==> src/hdl/iis_pkg.sv <==
// Package for the integral image stream unit: sizes, register indexes,
// frame size clamping and the item record passed from sequencer to accumulator.
// Depends on nothing.
package iis_pkg;

	localparam int MAX_COLS = 2048;
	localparam int MAX_ROWS = 2048;

	localparam int PIX_W   = 8;
	localparam int CFG_W   = 12;
	localparam int AREA_W  = 30;
	localparam int STORE_W = 31;

	localparam int COL_W  = $clog2(MAX_COLS);
	localparam int ROW_W  = $clog2(MAX_ROWS);
	localparam int COLS_W = $clog2(MAX_COLS + 1);
	localparam int ROWS_W = $clog2(MAX_ROWS + 1);
	localparam int RUN_W  = $clog2(MAX_COLS * ((1 << PIX_W) - 1) + 1);

	localparam int IDX_W = 1;
	localparam logic [IDX_W-1:0] REG_FRAME_COLS = 1'b0;
	localparam logic [IDX_W-1:0] REG_FRAME_ROWS = 1'b1;

	localparam logic [CFG_W-1:0] CFG_SIZE_RESET = 12'd2048;

	function automatic logic [COLS_W-1:0] clamp_cols(input logic [CFG_W-1:0] v);
		if (v == '0) begin
			return COLS_W'(1);
		end else if (int'(v) > MAX_COLS) begin
			return COLS_W'(MAX_COLS);
		end else begin
			return COLS_W'(v);
		end
	endfunction

	function automatic logic [ROWS_W-1:0] clamp_rows(input logic [CFG_W-1:0] v);
		if (v == '0) begin
			return ROWS_W'(1);
		end else if (int'(v) > MAX_ROWS) begin
			return ROWS_W'(MAX_ROWS);
		end else begin
			return ROWS_W'(v);
		end
	endfunction

	typedef struct packed {
		logic             valid;
		logic [RUN_W-1:0] run_sum;
		logic [COL_W-1:0] col;
		logic             first_row;
		logic             frame_end;
	} iis_item_t;

endpackage

==> src/hdl/iis_pixel_if.sv <==
// Input channel of the integral image stream unit: one pixel per item.
// Depends on iis_pkg.
interface iis_pixel_if;
	logic                      valid;
	logic                      ready;
	logic [iis_pkg::PIX_W-1:0] pixel;

	modport source(output valid, output pixel, input ready);
	modport sink(input valid, input pixel, output ready);
endinterface

==> src/hdl/iis_sequencer.sv <==
// Frame size registers, column and row counters and the running row sum.
// Depends on iis_pkg and iis_pixel_if.
module iis_sequencer (
	input  logic                            clk,
	input  logic                            arst_n,
	input  logic                            cfg_we,
	input  logic [iis_pkg::IDX_W-1:0]       cfg_index,
	input  logic [iis_pkg::CFG_W-1:0]       cfg_data,
	input  logic                            s1_free,
	iis_pixel_if.sink                       pixels,
	output iis_pkg::iis_item_t              item
);

	logic [iis_pkg::COLS_W-1:0] cols_q;
	logic [iis_pkg::ROWS_W-1:0] rows_q;
	logic [iis_pkg::COL_W-1:0]  col_q;
	logic [iis_pkg::ROW_W-1:0]  row_q;
	logic [iis_pkg::RUN_W-1:0]  run_q;

	logic                       accept;
	logic [iis_pkg::COLS_W-1:0] col_inc;
	logic [iis_pkg::ROWS_W-1:0] row_inc;
	logic                       last_col;
	logic                       last_row;
	logic [iis_pkg::RUN_W-1:0]  run_new;

	assign pixels.ready = s1_free;
	assign accept       = pixels.valid && s1_free;

	assign col_inc  = iis_pkg::COLS_W'(col_q) + iis_pkg::COLS_W'(1);
	assign row_inc  = iis_pkg::ROWS_W'(row_q) + iis_pkg::ROWS_W'(1);
	assign last_col = col_inc >= cols_q;
	assign last_row = row_inc >= rows_q;
	assign run_new  = run_q + iis_pkg::RUN_W'(pixels.pixel);

	always_comb begin
		item.valid     = accept;
		item.run_sum   = run_new;
		item.col       = col_q;
		item.first_row = (row_q == '0);
		item.frame_end = last_col && last_row;
	end

	always_ff @(posedge clk or negedge arst_n) begin
		if (!arst_n) begin
			cols_q <= iis_pkg::clamp_cols(iis_pkg::CFG_SIZE_RESET);
			rows_q <= iis_pkg::clamp_rows(iis_pkg::CFG_SIZE_RESET);
			col_q  <= '0;
			row_q  <= '0;
			run_q  <= '0;
		end else begin
			if (cfg_we) begin
				unique case (cfg_index)
					iis_pkg::REG_FRAME_COLS: cols_q <= iis_pkg::clamp_cols(cfg_data);
					iis_pkg::REG_FRAME_ROWS: rows_q <= iis_pkg::clamp_rows(cfg_data);
					default: ;
				endcase
			end
			if (accept) begin
				if (last_col) begin
					col_q <= '0;
					run_q <= '0;
					row_q <= last_row ? '0 : iis_pkg::ROW_W'(row_inc);
				end else begin
					col_q <= iis_pkg::COL_W'(col_inc);
					run_q <= run_new;
				end
			end
		end
	end

`ifndef SYNTHESIS
	a_frame_wrap: assert property (@(posedge clk) disable iff (!arst_n)
		accept && item.frame_end |=> col_q == '0 && row_q == '0)
		else $error("counters did not return to zero after the last item of a frame");

	a_size_nonzero: assert property (@(posedge clk) disable iff (!arst_n)
		cols_q != '0 && rows_q != '0)
		else $error("effective frame size is zero");
`endif

endmodule

==> src/flat_wrapper.sv <==
// flat-port wrapper written by rule: the top's interface ports become plain ports
module iis_sequencer_flat 
  (clk, arst_n, cfg_we, cfg_index, cfg_data, s1_free, item, pixels_valid, pixels_pixel, pixels_ready);
  iis_pixel_if pixels_i ();
  input  logic clk;
  input  logic arst_n;
  input  logic cfg_we;
  input  logic [iis_pkg::IDX_W-1:0] cfg_index;
  input  logic [iis_pkg::CFG_W-1:0] cfg_data;
  input  logic s1_free;
  output iis_pkg::iis_item_t item;
  input wire logic [$bits(pixels_i.valid)-1:0] pixels_valid;
  input wire logic [$bits(pixels_i.pixel)-1:0] pixels_pixel;
  output wire logic [$bits(pixels_i.ready)-1:0] pixels_ready;
  assign pixels_i.valid = pixels_valid;
  assign pixels_i.pixel = pixels_pixel;
  assign pixels_ready = pixels_i.ready;
  iis_sequencer u_core (.clk(clk), .arst_n(arst_n), .cfg_we(cfg_we), .cfg_index(cfg_index), .cfg_data(cfg_data), .s1_free(s1_free), .pixels(pixels_i), .item(item));
endmodule
==> config.mk <==
export PLATFORM = sky130hd
export DESIGN_NAME = iis_sequencer_flat
export DESIGN_NICKNAME = d
export VERILOG_FILES = /design/src/hdl/iis_pkg.sv /design/src/hdl/iis_pixel_if.sv /design/src/hdl/iis_sequencer.sv /design/src/flat_wrapper.sv
export SDC_FILE = /design/constraint.sdc
export NUM_CORES = 1
export LEC_CHECK = 0
export ABC_CLOCK_PERIOD_IN_PS = 3000
export BUFFER_PORTS_ARGS = -buffer_cell sky130_fd_sc_hd__buf_2
export CORE_AREA = 2 2 81 98
export DETAILED_ROUTE_END_ITERATION = 12
export DIE_AREA = 0 0 83 100
export HOLD_SLACK_MARGIN = 0.03
export PLACE_DENSITY = 0.79
export REMOVE_ABC_BUFFERS = 1
export SYNTH_ARGS = -nofsm -noshare
export SYNTH_HDL_FRONTEND = slang
export SYNTH_SLANG_ARGS = --single-unit
==> constraint.sdc <==
create_clock -name clk -period 3 [get_ports clk]
set_input_delay 0.15 -clock clk [delete_from_list [all_inputs] [get_ports clk]]
set_output_delay 0.15 -clock clk [all_outputs]
set_load 0.005 [all_outputs]
==> results.cfg <==
[power_and_ir_drop]
powerDensity_nw_per_um2 = 689
peakVddDrop_v = 0.000558
p_leak_nw = 2.48

[setup_path]
timing.rr.start = u_core.col_q[0]
cp_max_fo = 3
critPathKind = flop to primary output
required_ns = 2.85
rr_endpoint = u_core.col_q[0]
cp-start-kind = flop
worstPathArrival_ns = 2.74
reg2regPathDepth = 14
end_kind = primary output
ff2ff_setup_slack_ns = 0.15

[hold_path]
holdPathEnd = u_core.cols_q[3]
hold_start = cfg_data[3]
hp-class = primary input to flop
holdPathStages = 3

[finish]
drive_above_1_share = 0.250
nets = 584
fillers = 601
fin_area_um2 = 4990
stdcell_count = 619
synthToLayoutAreaGrowth_pct = 20.2
antennaDiodeCount = 0

[clock_network]
clockBufferDepth = 2
cts_root_buf = clkbuf_8
cts.sinks = 65
cts_htree_levels = 3
insertion_delay_ns = 0.35
clk_pin_slew_ns = 0.08
tritoncts = built
cts_made_buffers = 9

[routing]
first_iter_violations = 205
dr.pass1.iters = 5
antenna_left = 0
drc_errors = 0
via_count = 3567
viasPerCell = 5.76
routed_wirelength_um = 9800
drt-wirelength-per-cell_um = 15.8

[logic_synthesis]
synth_flop_cell = dfrtp_1
synth_enable_flop_cells = 0
synth_top_cells_by_area = dfrtp_1 (38%), ha_1 (11%), nand2_1 (4.7%), a22o_1 (4.2%), xnor2_1 (4.2%)
synth-seq-cells = 65
synth_top_area_cell = dfrtp_1
synth_warnings = 0
yosysSeqAreaShare = 0.393
ys_async_sr_fraction = 1.00
synth_area_um2 = 4150
syn_area_per_cell_um2 = 9.30
synth_cell_types = 46
syn_inst = 446
yosysTopAreaCellShare = 0.380

[timing]
fin_setup_tns_ns = 0
finalCritPeriodShare = 0.965
period_needed_ns = 2.89
whs_ns = 0.0931
max_slew_margin = 0.448
worst_pin_slew_ns = 0.828
hold_violations = 0
fmax_ghz = 0.346
drv_slew = 0
skew_ns = 0.0101
finalSetupViolCount = 0
rsz0062_at_grt = yes
setup_ws_ns = 0.106

[global_route]
grt_pass1_wl_um = 15600
overflow = 0
grt_antenna_before_repair = 0
first_global_vias = 3442
grt_max_degree = 66
track_usage = 0.229

[placed_design]
gp_congestion = 0.836
port_buffers = 59
dp_hpwl_um = 6640
pre_cts_ws_ns = 0.00922
place_area_um2 = 4570
placed_cells = 591

[floorplan]
fp.dieH_um = 100
coreArea_um2 = 7490
die_w_um = 83
initial_core_util = 0.554
placementRows = 35
pin_count = 60
fp.dieArea_um2 = 8300

[run_status]
status = finished, final reports clean

[job]
cap_violations = 0
## metrics by stage
| step | total power, mW | utilization |
|---|---|---|
| floorplan | 2.06 | - |
| global placement | 2.48 | 0.610 |
| detailed placement | 2.54 | 0.610 |
| CTS | 3.35 | 0.643 |
| global route | 3.66 | 0.666 |
| finish | 3.43 | 0.666 |
## placed cells by master, fill, tap and decap left out, types with 16 or more instances in the layout
cell type  instances
nand2_1           52
a21oi_1           16
buf_4             20
inv_1             32
ha_1              34
dfrtp_1           61
nand3_1           17
a22o_1            20
buf_2             60
o21ai_0           30
xnor2_1           19
## worst max-delay path, cell delays in order (launching register included)
cell,delay [ns]
dfrtp_1,0.39
ha_1,0.23
nand3_2,0.10
inv_1,0.07
and3_1,0.21
xor2_2,0.15
ha_1,0.28
and4_1,0.22
o21ai_2,0.08
nor3_2,0.06
buf_4,0.17
o31a_1,0.30
buf_2,0.14
## cells in the mapped netlist (all sizes together), types with 5 or more instances
master,n
and3,10
nand2,52
ha,35
a31oi,16
inv,32
clkbuf,11
o31ai,5
a21oi,17
nand3b,5
dfrtp,63
o21ai,34
nand3,19
a22o,20
a21o,6
nor3,5
nand2b,14
xnor2,20
buf,8
xor2,14
nor2,17
## registers in the layout (all words and copies together) (netlist names)
name,cells
u_core.col_q,11
u_core.rows_q,12
u_core.row_q,11
u_core.run_q,19
u_core.cols_q,12
## area by class of cell
| cell class | count | area (um2) | area share |
|---|---|---|---|
| clock inverters | 7 | 80.1 | 0.0161 |
| clock buffers | 9 | 124 | 0.0248 |
| well taps | 92 | 115 | 0.0231 |
| multi-input cells | 330 | 2400 | 0.481 |
| inverters | 32 | 120 | 0.0241 |
| repair buffers | 84 | 517 | 0.104 |
| flip-flops and latches | 65 | 1630 | 0.327 |
## kinds of logic after synthesis
kind of cell / Yosys count / synth area share
AND/OR/NAND/NOR: 141 / 0.173
adder cells (fa/ha/maj): 36 / 0.110
XOR/XNOR: 34 / 0.0718
buffers and inverters: 51 / 0.0528
AO/OA/AOI/OAI: 115 / 0.188
multiplexers: 4 / 0.0109
flip-flops: 65 / 0.393
## timing repair
item                       4_1_cts  5_1_grt
setup endpoints to repair        1       25
setup buffers                    4        4
gates cloned                     0        3
gates resized for setup          2       23
hold endpoints to repair        63        0
hold buffers                     1        0
pin swaps                        1        6
## how the worst max path moves through the flow
stage | startpoint | to | slack (ns) | cells after the start
5_1_grt | u_core.row_q[0] | item[0] | -0.03 | 13
2_1_floorplan | u_core.col_q[0] | u_core.run_q[12] | -0.16 | 11
4_1_cts | u_core.row_q[1] | item[0] | 0.0007 | 13
6_report | u_core.col_q[0] | item[0] | 0.11 | 12
3_3_place_gp | u_core.col_q[4] | u_core.row_q[7] | 0.15 | 11
3_5_place_dp | u_core.col_q[4] | u_core.row_q[7] | 0.009 | 11
## metal layers
metal,wire length [um],share of wire,GRT usage
met1,4220,0.43,0.283
met2,5030,0.51,0.399
met5,0,0,0
met3,344,0.035,0.0321
met4,213,0.022,0.107
## power by group
part | total [mW] | internal, mW | switching (mW) | leakage, nW
logic | 1.50 | 0.718 | 0.780 | 1.54
clock network | 0.769 | 0.390 | 0.378 | 0.0960
registers | 1.17 | 1.03 | 0.133 | 0.851
total | 3.43 | 2.14 | 1.29 | 2.48
Note: power is estimated with default switching activity, not from simulation.
